**src/hw/rtl/kwm_pkg.sv**
```systemverilog
// Shared widths, codes and types of the k-way sorted merge.
`default_nettype none
package kwm_pkg;

    localparam int KIND_W        = 1;
    localparam int LANE_W        = 3;
    localparam int VALUE_W       = 32;
    localparam int CFG_W         = 4;
    localparam int IDX_MAX_W     = 6;
    localparam int DEF_MAX_LANES = 8;

    localparam logic [CFG_W-1:0]  LANES_RESET = 4'd8;

    localparam logic [KIND_W-1:0] KIND_VALUE = 1'b0;
    localparam logic [KIND_W-1:0] KIND_END   = 1'b1;
    localparam logic [KIND_W-1:0] RES_ELEM   = 1'b0;
    localparam logic [KIND_W-1:0] RES_DONE   = 1'b1;

    // outcome of one minimum scan over the head memory
    typedef struct packed {
        logic                        found;
        logic [IDX_MAX_W-1:0]        idx;
        logic signed [VALUE_W-1:0]   val;
    } scan_res_t;

endpackage
`default_nettype wire

```
**src/hw/rtl/kwm_head_mem.sv**
```systemverilog
// Head value memory: one write port, one read port, registered read data.
`default_nettype none
module kwm_head_mem
    import kwm_pkg::*;
#(
    parameter int DEPTH = DEF_MAX_LANES,
    parameter int AW    = $clog2(DEF_MAX_LANES)
)
(
    input  wire logic                      clk,
    input  wire logic                      wr_en,
    input  wire logic [AW-1:0]             wr_addr,
    input  wire logic signed [VALUE_W-1:0] wr_data,
    input  wire logic                      rd_en,
    input  wire logic [AW-1:0]             rd_addr,
    output logic signed [VALUE_W-1:0]      rd_data
);

    logic signed [VALUE_W-1:0] mem [DEPTH];

    always_ff @(posedge clk)
    begin
        if (wr_en)
        begin
            mem[wr_addr] <= wr_data;
        end
    end

    always_ff @(posedge clk)
    begin
        if (rd_en)
        begin
            rd_data <= mem[rd_addr];
        end
    end

endmodule
`default_nettype wire

```
**src/hw/rtl/kwm_scan.sv**
```systemverilog
// Minimum scan: walks the head memory one lane per cycle, keeps lowest valid head.
`default_nettype none
module kwm_scan
    import kwm_pkg::*;
#(
    parameter int MAX_LANES = DEF_MAX_LANES,
    parameter int LW        = $clog2(DEF_MAX_LANES),
    parameter int CW        = $clog2(DEF_MAX_LANES + 1),
    parameter int NW        = CFG_W
)
(
    input  wire logic                      clk,
    input  wire logic                      rst_n,
    input  wire logic                      start,
    input  wire logic [NW-1:0]             n,
    input  wire logic [MAX_LANES-1:0]      head_valid,
    output logic                           rd_en,
    output logic [LW-1:0]                  rd_addr,
    input  wire logic signed [VALUE_W-1:0] rd_data,
    output logic                           done,
    output scan_res_t                      res
);

    logic                      busy_reg;
    logic [CW-1:0]             idx_reg;
    logic                      pend_reg;
    logic [LW-1:0]             pend_idx_reg;
    logic                      have_reg;
    logic [LW-1:0]             best_idx_reg;
    logic signed [VALUE_W-1:0] best_val_reg;
    logic                      more;
    logic                      take;

    assign more    = NW'(idx_reg) < n;
    assign rd_en   = busy_reg && more;
    assign rd_addr = idx_reg[LW-1:0];
    assign done    = busy_reg && !more && !pend_reg;

    // strict less keeps the lowest lane on ties
    assign take = pend_reg && head_valid[pend_idx_reg]
                  && (!have_reg || (rd_data < best_val_reg));

    always_ff @(posedge clk or negedge rst_n)
    begin
        if (!rst_n)
        begin
            busy_reg <= 1'b0;
            idx_reg  <= '0;
            pend_reg <= 1'b0;
            have_reg <= 1'b0;
        end
        else if (start)
        begin
            busy_reg <= 1'b1;
            idx_reg  <= '0;
            pend_reg <= 1'b0;
            have_reg <= 1'b0;
        end
        else if (busy_reg)
        begin
            if (more)
            begin
                idx_reg <= idx_reg + CW'(1);
            end
            pend_reg <= more;
            if (take)
            begin
                have_reg <= 1'b1;
            end
            if (done)
            begin
                busy_reg <= 1'b0;
            end
        end
    end

    always_ff @(posedge clk)
    begin
        if (busy_reg)
        begin
            pend_idx_reg <= idx_reg[LW-1:0];
            if (take)
            begin
                best_idx_reg <= pend_idx_reg;
                best_val_reg <= rd_data;
            end
        end
    end

    assign res.found = have_reg;
    assign res.idx   = IDX_MAX_W'(best_idx_reg);
    assign res.val   = best_val_reg;

endmodule
`default_nettype wire

```
**src/hw/rtl/k_way_sorted_merge.sv**
```systemverilog
// Top level of the k-way sorted merge: lane flags, sequencer and output register.
//
//  channel | dir | handshake            | payload
//  --------+-----+----------------------+------------------------------
//  in      | in  | in_valid / in_stall  | kind, lane, value
//  out     | out | out_valid / out_stall| kind_res, value_res, lane_res
//  cfg     | in  | cfg_valid / cfg_ready| lanes_in_use
//
// A request that leaves some active lane without head or end goes through the
// check state back to idle. One that completes the set with a head left goes
// through check, scan and emit, the scan reading the head memory one entry per
// cycle through its read port; one that ends the last open lane emits the finish.
// Reset clears the lane flags at once; the head memory is never cleared.
// The next request is taken while a result waits in the output register;
// a new result waits for the output register to free up.
`default_nettype none
module k_way_sorted_merge
    import kwm_pkg::*;
#(
    parameter int MAX_LANES = DEF_MAX_LANES
)
(
    input  wire logic                      clk,
    input  wire logic                      rst_n,
    input  wire logic                      in_valid,
    output logic                           in_stall,
    input  wire logic [KIND_W-1:0]         kind,
    input  wire logic [LANE_W-1:0]         lane,
    input  wire logic signed [VALUE_W-1:0] value,
    output logic                           out_valid,
    input  wire logic                      out_stall,
    output logic [KIND_W-1:0]              kind_res,
    output logic signed [VALUE_W-1:0]      value_res,
    output logic [LANE_W-1:0]              lane_res,
    input  wire logic                      cfg_valid,
    output logic                           cfg_ready,
    input  wire logic [CFG_W-1:0]          lanes_in_use
);

    localparam int LW = $clog2(MAX_LANES);
    localparam int CW = $clog2(MAX_LANES + 1);
    localparam int NW = (CW > CFG_W) ? CW : CFG_W;

    typedef enum logic [1:0] {
        ST_IDLE,
        ST_CHECK,
        ST_SCAN,
        ST_EMIT
    } state_t;

    state_t                    state_reg, state_next;
    logic [CFG_W-1:0]          lanes_reg;
    logic [MAX_LANES-1:0]      valid_reg, valid_next;
    logic [MAX_LANES-1:0]      ended_reg, ended_next;
    logic                      finish_reg, finish_next;
    logic                      out_valid_reg, out_valid_next;
    logic [KIND_W-1:0]         kind_res_reg, kind_res_next;
    logic signed [VALUE_W-1:0] value_res_reg, value_res_next;
    logic [LANE_W-1:0]         lane_res_reg, lane_res_next;

    logic [NW-1:0]             n;
    logic [NW-1:0]             lanes_ext;
    logic [MAX_LANES-1:0]      act_mask;
    logic [LW-1:0]             lane_idx;
    logic                      accept;
    logic                      lane_open;
    logic                      all_ready;
    logic                      any_head;
    logic                      slot_free;
    logic                      scan_start;
    logic                      scan_done;
    logic                      rd_en;
    logic [LW-1:0]             rd_addr;
    logic signed [VALUE_W-1:0] rd_data;
    scan_res_t                 scan_res;

    assign cfg_ready = 1'b1;
    assign in_stall  = (state_reg != ST_IDLE);
    assign accept    = in_valid && !in_stall;

    // active lane count, clamped to 1..MAX_LANES
    assign lanes_ext = NW'(lanes_reg);
    always_comb
    begin
        if (lanes_ext == '0)
        begin
            n = NW'(1);
        end
        else if (lanes_ext > NW'(MAX_LANES))
        begin
            n = NW'(MAX_LANES);
        end
        else
        begin
            n = lanes_ext;
        end
    end

    always_comb
    begin
        for (int i = 0; i < MAX_LANES; i++)
        begin
            act_mask[i] = NW'(i) < n;
        end
    end

    assign lane_idx  = LW'(lane);
    assign lane_open = (NW'(lane) < n) && !valid_reg[lane_idx] && !ended_reg[lane_idx];
    assign all_ready = &(valid_reg | ended_reg | ~act_mask);
    assign any_head  = |(valid_reg & act_mask);
    assign slot_free = !out_valid_reg || !out_stall;
    assign scan_start = (state_reg == ST_CHECK) && all_ready && any_head;

    kwm_head_mem #(
        .DEPTH (MAX_LANES),
        .AW    (LW)
    ) u_mem (
        .clk     (clk),
        .wr_en   (accept && lane_open && (kind == KIND_VALUE)),
        .wr_addr (lane_idx),
        .wr_data (value),
        .rd_en   (rd_en),
        .rd_addr (rd_addr),
        .rd_data (rd_data)
    );

    kwm_scan #(
        .MAX_LANES (MAX_LANES),
        .LW        (LW),
        .CW        (CW),
        .NW        (NW)
    ) u_scan (
        .clk        (clk),
        .rst_n      (rst_n),
        .start      (scan_start),
        .n          (n),
        .head_valid (valid_reg),
        .rd_en      (rd_en),
        .rd_addr    (rd_addr),
        .rd_data    (rd_data),
        .done       (scan_done),
        .res        (scan_res)
    );

    always_comb
    begin
        state_next     = state_reg;
        valid_next     = valid_reg;
        ended_next     = ended_reg;
        finish_next    = finish_reg;
        out_valid_next = out_valid_reg && out_stall;
        kind_res_next  = kind_res_reg;
        value_res_next = value_res_reg;
        lane_res_next  = lane_res_reg;

        case (state_reg)
            ST_IDLE:
            begin
                if (accept)
                begin
                    if (lane_open)
                    begin
                        if (kind == KIND_VALUE)
                        begin
                            valid_next[lane_idx] = 1'b1;
                        end
                        else
                        begin
                            ended_next[lane_idx] = 1'b1;
                        end
                    end
                    state_next = ST_CHECK;
                end
            end
            ST_CHECK:
            begin
                if (!all_ready)
                begin
                    state_next = ST_IDLE;
                end
                else if (any_head)
                begin
                    state_next = ST_SCAN;
                end
                else
                begin
                    finish_next = 1'b1;
                    state_next  = ST_EMIT;
                end
            end
            ST_SCAN:
            begin
                if (scan_done)
                begin
                    finish_next = 1'b0;
                    state_next  = ST_EMIT;
                end
            end
            ST_EMIT:
            begin
                if (slot_free)
                begin
                    out_valid_next = 1'b1;
                    if (finish_reg)
                    begin
                        kind_res_next  = RES_DONE;
                        value_res_next = '0;
                        lane_res_next  = '0;
                        valid_next     = '0;
                        ended_next     = '0;
                    end
                    else
                    begin
                        kind_res_next  = RES_ELEM;
                        value_res_next = scan_res.val;
                        lane_res_next  = LANE_W'(scan_res.idx);
                        valid_next[LW'(scan_res.idx)] = 1'b0;
                    end
                    state_next = ST_IDLE;
                end
            end
            default:
            begin
                state_next = ST_IDLE;
            end
        endcase
    end

    always_ff @(posedge clk or negedge rst_n)
    begin
        if (!rst_n)
        begin
            state_reg     <= ST_IDLE;
            lanes_reg     <= LANES_RESET;
            valid_reg     <= '0;
            ended_reg     <= '0;
            finish_reg    <= 1'b0;
            out_valid_reg <= 1'b0;
            kind_res_reg  <= RES_ELEM;
            value_res_reg <= '0;
            lane_res_reg  <= '0;
        end
        else
        begin
            state_reg     <= state_next;
            valid_reg     <= valid_next;
            ended_reg     <= ended_next;
            finish_reg    <= finish_next;
            out_valid_reg <= out_valid_next;
            kind_res_reg  <= kind_res_next;
            value_res_reg <= value_res_next;
            lane_res_reg  <= lane_res_next;
            if (cfg_valid && cfg_ready)
            begin
                lanes_reg <= lanes_in_use;
            end
        end
    end

    assign out_valid = out_valid_reg;
    assign kind_res  = kind_res_reg;
    assign value_res = value_res_reg;
    assign lane_res  = lane_res_reg;

endmodule
`default_nettype wire
```
**config.mk**
```make
export PLATFORM = sky130hd
export DESIGN_NAME = k_way_sorted_merge
export DESIGN_NICKNAME = d
export VERILOG_FILES = /design/src/hw/rtl/kwm_pkg.sv /design/src/hw/rtl/kwm_head_mem.sv /design/src/hw/rtl/kwm_scan.sv /design/src/hw/rtl/k_way_sorted_merge.sv
export SDC_FILE = /design/constraint.sdc
export NUM_CORES = 1
export LEC_CHECK = 0
export BUFFER_PORTS_ARGS = -buffer_cell sky130_fd_sc_hd__buf_4
export CORE_UTILIZATION = 55
export CTS_BUF_LIST = sky130_fd_sc_hd__clkbuf_16
export DETAILED_ROUTE_END_ITERATION = 16
export PLACE_DENSITY = 0.73
export SYNTH_ARGS = -nofsm -noshare
export SYNTH_HDL_FRONTEND = slang
export SYNTH_SLANG_ARGS = --single-unit
```
**constraint.sdc**
```tcl
create_clock -name clk -period 7 [get_ports clk]
set_input_delay 0.7 -clock clk [delete_from_list [all_inputs] [get_ports clk]]
set_output_delay 0.7 -clock clk [all_outputs]
set_load 0.02 [all_outputs]
```
# Word level (Yosys, flattened, before mapping)
# Memories as Yosys holds them, arrays and structs flattened. A register that Yosys moved wholly into a read port is not among the register bits.
# Cells that the tools add are included.
# word_totals
elab_cells,151
memories,1
in_bits,45
output_inout_bits,39
ram_bits,256
regBits,105
# classes
magnitude_cmp,17
eq_ne,12
mux,52
addsub,1
bitwise_logic,9
reduce_logical,43
# memory_table
memory,words,width,rd,rd_clocked_by_memory_dff,write_ports,line_no,source
u_mem.mem,8,32,1,1,1,kwm_head_mem.sv:19,logic signed [VALUE_W-1:0] mem [DEPTH];
# op_table
op,n
2-to-1 mux 8 bit,10
< comparator 32 bit,1
2-to-1 mux 32 bit,1
bitwise OR 8 bit,4
one-hot mux 8 bit (2 select lines),2
2-to-1 mux 1 bit,22
2-to-1 mux 4 bit,5
"!= test 2 bit, second input constant",9
AND 8 bit,2
"< comparator 3 x 4 -> 1 bit, first input constant",4
inverter 8 bit,2
logical AND 1 bit,15
"< comparator 3 x 4 -> 1 bit, second input constant",3
nonzero test 2 bit,6
binary-select mux 1 bit (select 3 bit),3
zero test 1 bit,8
"< comparator 1 x 4 -> 1 bit, first input constant",2
"< comparator 2 x 4 -> 1 bit, first input constant",2
2-to-1 mux 2 bit,4
one-hot mux 2 bit (4 select lines),1
AND reduction 2 bit,4
AND reduction 8 bit,1
OR reduction 8 bit,1
demux 1 bit (select 3 bit),2
17 further kinds,20

# Depth between registers and ports, before layout
# Gate-level depths: netlist of run 1.
# logic_depth
word_depth,11
mapped_depth,11
mapped_depth_nobuf,9

# Hierarchy
# A second synthesis of run 1 with hierarchy kept.
# hier_totals
hier_cells,977
hier_area_um2,16378.2
# modules_own_cells
mod,cells_per_inst,n_inst,area_each_um2,seq_area_each_um2
kwm_head_mem,415,1,10786.6,8648.3
k_way_sorted_merge,359,1,3148.0,1502.7
kwm_scan,203,1,2443.6,1316.3

# Least setup slack after synthesis of run 1
# OpenSTA, ideal clock, no wires.
# synth_timing
kind,input to register
from,in lane[2]
to,mem u_mem.mem[2][0] (enable)
required_ps,6583
cell_stages,7
setup_time_ps,417
path_buffers,2
setup_slack_ps,3170
t_arrival_ps,3413
cell_sequence,buf_6 > and2_4 > a221o_1 > a22o_1 > or4_1 > buf_4 > nor3_2
# synth_between
elab_chain_len,9
word_cells_on_any_way,13
classes_between,order compare: 1; mux: 6; reduce/logical: 6
# synth_lines
item,line_no,source
from (decl),k_way_sorted_merge.sv:28,"input wire logic [LANE_W-1:0] lane,"
binary-select mux 1 bit (select 3 bit),k_way_sorted_merge.sv:108,assign lane_open = (NW'(lane) < n) && !valid_reg[lane_idx] && !ended_reg[lane_idx];
2-to-1 mux 1 bit (not written as such),k_way_sorted_merge.sv:108,
zero test 1 bit,k_way_sorted_merge.sv:108,
logical AND 1 bit (2 in series),k_way_sorted_merge.sv:108,
logical AND 1 bit (2 in series),k_way_sorted_merge.sv:119,".wr_en (accept && lane_open && (kind == KIND_VALUE)),"
2-to-1 mux 1 bit,kwm_head_mem.sv:23,if (wr_en)
2-to-1 mux 1 bit (not written as such),kwm_head_mem.sv:25,mem[wr_addr] <= wr_data;
to (decl),kwm_head_mem.sv:19,
# Parallel ways exist; a longest one is shown, timed or not. The select of a mux whose other input is x is not followed.

# Worst setup path in the final report of run 1
# layout_timing
from,reg lanes_reg[3] (netlist: lanes_ext[3])
to,mem u_mem.mem[4][10] (enable)
# layout_between
elab_chain_len,10
word_cells_on_any_way,11
classes_between,order compare: 2; mux: 4; reduce/logical: 5
# layout_lines
item,line_no,source
from (decl),k_way_sorted_merge.sv:52,logic [CFG_W-1:0] lanes_reg;
from (signal assigned),k_way_sorted_merge.sv:255,lanes_reg <= lanes_in_use;
> comparator 4 bit,k_way_sorted_merge.sv:89,else if (lanes_ext > NW'(MAX_LANES))
2-to-1 mux 4 bit,k_way_sorted_merge.sv:89,
2-to-1 mux 4 bit *,k_way_sorted_merge.sv:85,if (lanes_ext == '0)
< comparator 3 x 4 -> 1 bit *,k_way_sorted_merge.sv:108,
logical AND 1 bit * (2 in series),k_way_sorted_merge.sv:108,
logical AND 1 bit * (2 in series),k_way_sorted_merge.sv:119,
2-to-1 mux 1 bit *,kwm_head_mem.sv:23,
2-to-1 mux 1 bit (not written as such) *,kwm_head_mem.sv:25,
# Every way passes the cells marked *; elsewhere a longest branch is shown, timed or not.

==> results of run 1 <==
[cell type report]
type / count / share of cell area [%]
tap: 378 / 2.61
clock inverter: 30 / 1.30
inverter: 46 / 0.952
sequential: 393 / 63.3
multi-input combinational: 399 / 22.1
clock buffer: 42 / 5.80
timing repair buffer: 96 / 3.98
[synth_stat cells, types with 2 or more instances]
cell type and count:
o21a_1 7, o31a_1 2, nor2_1 23, nand2_1 59, o221ai_1 2, edfxtp_1 326
dfrtp_1 66, o22a_1 6, nor3_2 6, o31ai_1 37, mux4_2 66, nor3_1 10
clkbuf_1 27, a22o_1 4, ha_1 37, nor2b_1 2, o22ai_1 3, a21o_1 2
a21oi_1 11, a32o_1 2, nand2b_1 4, buf_6 2, a221o_1 2, o21ai_0 14
buf_1 5, mux2i_1 6, a31oi_1 7, buf_4 3, nand4_1 4, nand3_1 6
a211oi_1 4, o32ai_1 4, or2_2 2, o2111ai_1 3, mux2_2 35, inv_1 45
or3_1 3, o211ai_1 4, buf_2 4, or4_1 2, xnor2_1 2, a2111oi_0 2
[worst max path at each step]
stage                             to  cells after the start         start
floorplan            u_mem.mem[2][0]                      7       lane[2]
global placement    u_mem.mem[4][10]                      7       lane[1]
detailed placement  u_mem.mem[4][11]                      7       lane[1]
CTS                 u_mem.mem[4][12]                      8  lanes_ext[3]
global route        u_mem.mem[4][16]                      8  lanes_ext[3]
finish              u_mem.mem[4][10]                      8  lanes_ext[3]
[report_power, final]
part / leakage (nW) / internal (W) / switching (W)
sequential: 3.83 / 0.00253 / 0.00000598
clock: 0.670 / 0.00123 / 0.000829
combinational: 1.97 / 0.0000280 / 0.0000491
[worst reg2reg max path, stage by stage, from the launching register on]
cell,delay (ns)
dfstp_2,0.62
inv_1,0.12
nand2_1,0.12
ha_1,0.26
a21oi_1,0.16
a21oi_1,0.14
or4_1,0.76
nor3_4,0.90
buf_4,0.42
[kinds of logic (layout without fill, tap and decap cells)]
kind of cell | count (synthesis) | count (layout)
flip-flops | 393 | 393
AND/OR/NAND/NOR | 130 | 130
AO/OA/AOI/OAI | 121 | 121
multiplexers | 107 | 107
buffers and inverters | 87 | 214
adder cells (fa/ha/maj) | 37 | 37
XOR/XNOR | 3 | 3
other | 1 | 1
[per-stage QoR]
stage / hold WS [ns] / cell area (um2) / setup WS, ns / std cells / util, %
floorplan: 0.404 / 15800 / 3.17 / 879 / -
global placement: 0.442 / 16800 / 2.79 / 1312 / 60.1
detailed placement: 0.442 / 16800 / 2.72 / 1312 / 60.1
CTS: 0.328 / 18100 / 3.15 / 1384 / 64.7
global route: 0.370 / 18100 / 2.97 / 1384 / 64.7
finish: 0.301 / 18100 / 3.18 / 1384 / 64.7
[routing by layer]
| layer | GRT usage (%) | vias up | wire [um] |
|---|---|---|---|
| met5 | 0 | - | 13 |
| met4 | 5.51 | 2 | 518 |
| met1 | 32.5 | 4129 | 13800 |
| met3 | 4.69 | 43 | 2100 |
| met2 | 34.3 | 287 | 14600 |
| li1 | - | 3684 | - |
==> flow_summary.yaml, run 1 <==
routing:
  route.detailed.drc: 0
  routed_wl_um: 31100
  avgViaCountPerCell: 5.89
  drt-wirelength-per-cell_um: 22.4
  dr.pass1.iters: 5
  drtIter0Drc: 726
  drtAntennaViolNets: 0
  vias: 8145
cells_and_area:
  fill_cells: 1942
  final_cell_mix: "edfxtp_1, buf_4, mux4_2, dfrtp_1, nand2_1"
  largest_reg_flops: 256
  multi_input_area_mm2: 0.00400
  n_antenna_cell: 0
  nets: 1058
  regArea_mm2: 0.0115
  syn_to_final_growth_pct: 14.9
  top_register: "u_mem.mem"
  layout_commonest_cell: "edfxtp_1"
  drive_above_1_share_pct: 26.1
clock_network:
  post_cts_buffers: 0
  clock_latency_ns: 0.53
  cts-buffers-inserted: 40
  cts.repair.resized: 0
  cts_tree: "done"
  cts_root_buffer: "clkbuf_16"
  clk_pin_slew_ns: 0.06
  clock_sinks: 393
  postCtsHoldBufs: 0
  clock_path_buffers: 3
  htreeDepth: 2
setup_path:
  crit_top_cell: "a21oi_1"
  critPathBufInv: 2
  reg2reg_setup_slack_ns: 3.18
  reg2reg_to: "u_mem.mem[4][10]"
  r2r_start: "lanes_ext[3]"
  critPathRequiredTime_ns: 7.21
  crit_family: "simple AND/OR/NAND/NOR gates"
  cp_cell_sequence: "inv_1 > nand2_1 > ha_1 > a21oi_1 > a21oi_1 > or4_1 > nor3_4 > buf_4"
  slowest_stage: "nor3_4"
  path_max_fanout: 18
  crit_path_end_kind: "flip-flop"
  path_class: "flip-flop to flip-flop"
  reg2reg_depth: 8
  cp.arrival_ns: 4.03
  slowest_delay_ns: 0.90
  cp-start-kind: "flip-flop"
placed_design:
  place_hpwl_um: 18800
  io_buffer_count: 82
  gp_congestion: 0.870
status:
  status: "finished clean"
floorplanning:
  core_mm2: 0.0280
  initial_core_util_pct: 56.3
  fp.dieW_um: 171
  ios: 84
  die_area_mm2: 0.0294
  rows: 61
  fp.dieH_um: 171
timing:
  slew_violations: 0
  setup_viol: 0
  max-slew-margin-rel_pct: 24.5
  layout_worst_path_cycle_share_pct: 54.6
  worst_pin_slew_ns: 1.13
  post-route-min-period_ns: 3.82
  rsz0062_at_grt: "no"
  finalSetupTns_ns: 0
  fmax_mhz: 261
  fin_skew_ns: 0.0122
  finalHoldViolations: 0
synthesis:
  async_reset_ff_share_pct: 17.0
  yosys_warnings: 0
  synthMuxAreaShare_pct: 12.3
  synthFlopType: "edfxtp_1"
  ys_types: 60
  syn_area_per_cell_um2: 18.0
  synthXorXnorAreaFrac_pct: 0.166
  synthesis.area_mm2: 0.0158
  synth_top_family_by_area: "multiplexers"
  synth-seq-cells: 393
  yosysTopAreaCellShare_pct: 62.0
  synth_largest_area_cell: "edfxtp_1"
  synth_enable_flop_cells: 326
  synth-compound-area-share_pct: 5.57
  synthSimpleGateAreaFrac_pct: 4.08
  synth_area_leaders: "edfxtp_1, dfrtp_1, mux4_2"
  netlist_instances: 879
  synth_nets: 961
  ys_seq_area_share_pct: 72.7
  synth_fa_ha_area_share_pct: 2.93
hold_path:
  hp-class: "input port to async pin"
global_routing:
  gr-usage-all-layers_pct: 22.2
  grt_pass1_vias: 8107
  grt_max_degree: 77
  grt_pass1_wl_um: 47600
  overflow: 0
  antenna_found_initial: 1
power:
  p_per_area_mw_per_mm2: 258
  finalPower_w: 0.00467
  irDropWorstVdd_mv: 0.208
  leakagePower_nw: 6.47
flow_run:
  maxCapViolCount: 0
Note: power is estimated with default switching activity, not from simulation.
==> run 2, diff against run 1 <==
ABC_AREA = 1   (was default)
PLACE_DENSITY = 0.76   (was 0.73)
clock period = 3.12 ns   (was 7 ns; I/O delays follow)
==> run 2 against run 1 <==
Against the previous run:
- first-iteration DRC count rose by 57%
- core utilization up 0.26 points
- worst hold slack got worse by 0.29 ns
- clock power grew 130%
- routed wire length up 11%
- combinational power grew to 2.9 times the previous value
- area after synthesis increased by 2.8%
- critical endpoint is now u_mem.mem[3][4]
- largest cell class unchanged
==> flow_summary.yaml, run 2 <==
setup_path:
  critPathBufInv: 3
  reg2reg_setup_slack_ns: 0.52
  path_class: "flip-flop to flip-flop"
  cp-start-kind: "flip-flop"
  slowest_stage: "dfstp_2"
  slowest_delay_ns: 0.56
  crit_top_cell: "nand2_1"
  critPathRequiredTime_ns: 3.33
  reg2reg_to: "u_mem.mem[3][4]"
  crit_path_end_kind: "flip-flop"
  path_max_fanout: 32
  cp_cell_sequence: "inv_1 > nand2_1 > ha_1 > nand2_1 > nand2_1 > a21boi_0 > nand4_1 > buf_4 > nor2_4 > buf_12"
  crit_family: "buffers and inverters"
  reg2reg_depth: 10
  r2r_start: "lanes_ext[3]"
  cp.arrival_ns: 2.81
placed_design:
  gp_congestion: 0.992
  placed_cells: 1805
  io_buffer_count: 82
  place_hpwl_um: 21300
routing:
  drt-wirelength-per-cell_um: 18.5
  dr.pass1.iters: 5
  drtAntennaViolNets: 0
  vias: 10700
  routed_wl_um: 34600
  drtIter0Drc: 1143
  route.detailed.drc: 0
  avgViaCountPerCell: 5.68
global_routing:
  overflow: 0
  grt_pass1_vias: 10200
  grt_max_degree: 101
  grt-busiest-layer: "met2"
  gr-usage-all-layers_pct: 23.4
  use_met3_pct: 3.82
  grt_pass1_wl_um: 55000
  use_met2_pct: 36.9
  grt_util_met1_pct: 33.5
  antenna_found_initial: 1
synthesis:
  async_reset_ff_share_pct: 17.0
  synthFlopType: "edfxtp_1"
  synth_enable_flop_cells: 326
  netlist_instances: 1377
  synth-seq-cells: 393
  synth_area_leaders: "edfxtp_1, dfrtp_1, nor2_1"
  yosys_warnings: 0
  synth_nets: 1459
  synthesis.area_mm2: 0.0162
  yosysMostFrequentCell: "edfxtp_1"
  synth_largest_area_cell: "edfxtp_1"
  ys_types: 40
  ys_seq_area_share_pct: 70.7
  synthTopCellsByCount: "edfxtp_1, nor2_1, o21ai_0"
  syn_area_per_cell_um2: 11.8
  yosysTopAreaCellShare_pct: 60.3
timing:
  finalSetupTns_ns: 0
  rsz0062_at_grt: "no"
  worst_pin_slew_ns: 0.867
  fin_skew_ns: 0.0161
  setup_viol: 0
  finalHoldViolations: 0
  fmax_mhz: 384
  timing.hold.ws_ns: 0.00796
  layout_worst_path_cycle_share_pct: 83.4
  post-route-min-period_ns: 2.60
  max-slew-margin-rel_pct: 42.2
  slew_violations: 0
clock_network:
  clock_path_buffers: 3
  cts_tree: "done"
  cts-buffers-inserted: 40
  htreeDepth: 2
  clk_pin_slew_ns: 0.06
  clock_latency_ns: 0.53
  clock_sinks: 393
  cts_root_buffer: "clkbuf_16"
  post_cts_buffers: 0
power:
  clock_power_share_pct: 44.3
  p_per_area_mw_per_mm2: 566
  finalPower_w: 0.0106
  p_int_w: 0.00851
  p_sw_w: 0.00210
  irDropWorstVdd_mv: 0.532
  seq_power_share_pct: 53.6
  leakagePower_nw: 7.17
  power_frac_comb_pct: 2.1
  switching_share_pct: 19.8
floorplanning:
  die_area_mm2: 0.0302
  core_mm2: 0.0289
  ios: 84
  fp.dieW_um: 174
  initial_core_util_pct: 56.2
  rows: 62
  fp.dieH_um: 174
hold_path:
  holdPathEnd: "lanes_ext[2]"
  min_from: "lanes_in_use[2]"
  hp-class: "input port to flip-flop"
  whs_path_depth: 3
cells_and_area:
  finish.utilization_pct: 65.0
  layout_commonest_cell: "edfxtp_1"
  drive_above_1_share_pct: 13.3
  fill_cells: 2098
  syn_to_final_growth_pct: 15.5
  nets: 1547
  n_antenna_cell: 0
  stdcell_count: 1876
  top_register: "u_mem.mem"
  largest_reg_flops: 256
  final_cell_mix: "edfxtp_1, nor2_1, o21ai_0, nand2_1, buf_4"
status:
  status: "finished clean"
flow_run:
  maxCapViolCount: 0
## run 2: cell count changes in the layout (fill, tap and decap cells not counted), moves of 23 or more
cell     change
inv_1       +26
o22ai_1     +30
a31oi_1     +25
o31ai_1     -31
a21oi_1     +23
nand2_1     +78
mux2_2      -35
o21ai_0    +179
mux4_2      -66
nor2_1     +238
## run 2: area by class of cell
type	instances	area (um2)	share of cell area, %
Clock buffer	40	1000	5.34
Clock inverter	29	289	1.54
Inverter	90	340	1.81
Multi-Input combinational cell	830	4210	22.5
Sequential cell	393	11500	61.2
Tap cell	384	480	2.56
Timing Repair Buffer	110	956	5.10
## run 2: routing by layer
metal  vias up  share of wire (%)
met5         -              0.038
met4         2                2.4
met3        65                7.0
met2       394                 46
met1      5143                 44
li1       5060                  -
## run 2: what timing repair did
item                                   in CTS  in global routing
hold buffers                                2                  0
endpoints found under the hold margin      67                  0
gates resized for setup                     0                  0
## run 2: logic make-up after synthesis
family | Yosys count | synth area share (%)
compound gates | 312 | 10.4
simple gates | 479 | 12.2
other cells | 1 | 0.0231
fa+ha+maj | 37 | 2.85
buf+inv | 154 | 3.81
flops | 393 | 70.7
xor+xnor | 1 | 0.0540
## run 2: worst max path at each step
stage | slack (ns) | to | from | cells after the start
after CTS | 0.54 | u_mem.mem[2][1] | lanes_ext[3] | 10
after floorplan | -0.37 | u_mem.mem[0][0] | lanes_ext[3] | 9
after global placement | 0.66 | u_mem.mem[2][16] | lanes_ext[3] | 10
after global routing | 0.33 | u_mem.mem[5][11] | lanes_ext[3] | 10
after detailed placement | 0.56 | u_mem.mem[3][14] | lanes_ext[3] | 10
final | 0.52 | u_mem.mem[3][4] | lanes_ext[3] | 10
## run 2: power groups by stage
stage	Combinational [W]	Sequential, W	Clock (W)
after floorplan	0.0000836	0.00580	0
after global placement	0.000213	0.00580	0
after detailed placement	0.000217	0.00580	0
after CTS	0.000220	0.00569	0.00476
after global routing	0.000245	0.00569	0.00495
final	0.000222	0.00569	0.00470
## run 2: stage by stage
step,area (um2),worst slack [ns]
after floorplan,16200,-0.369
after global placement,17400,0.665
after detailed placement,17400,0.559
after CTS,18800,0.544
after global routing,18800,0.333
final,18800,0.517
## run 2: worst reg2reg max path, cell delays in order (launching register included)
cell and delay [ns]:
dfstp_2 0.56, inv_1 0.17, nand2_1 0.14, ha_1 0.23, nand2_1 0.07, nand2_1 0.04, a21boi_0 0.32, nand4_1 0.15
buf_4 0.23, nor2_4 0.12, buf_12 0.24
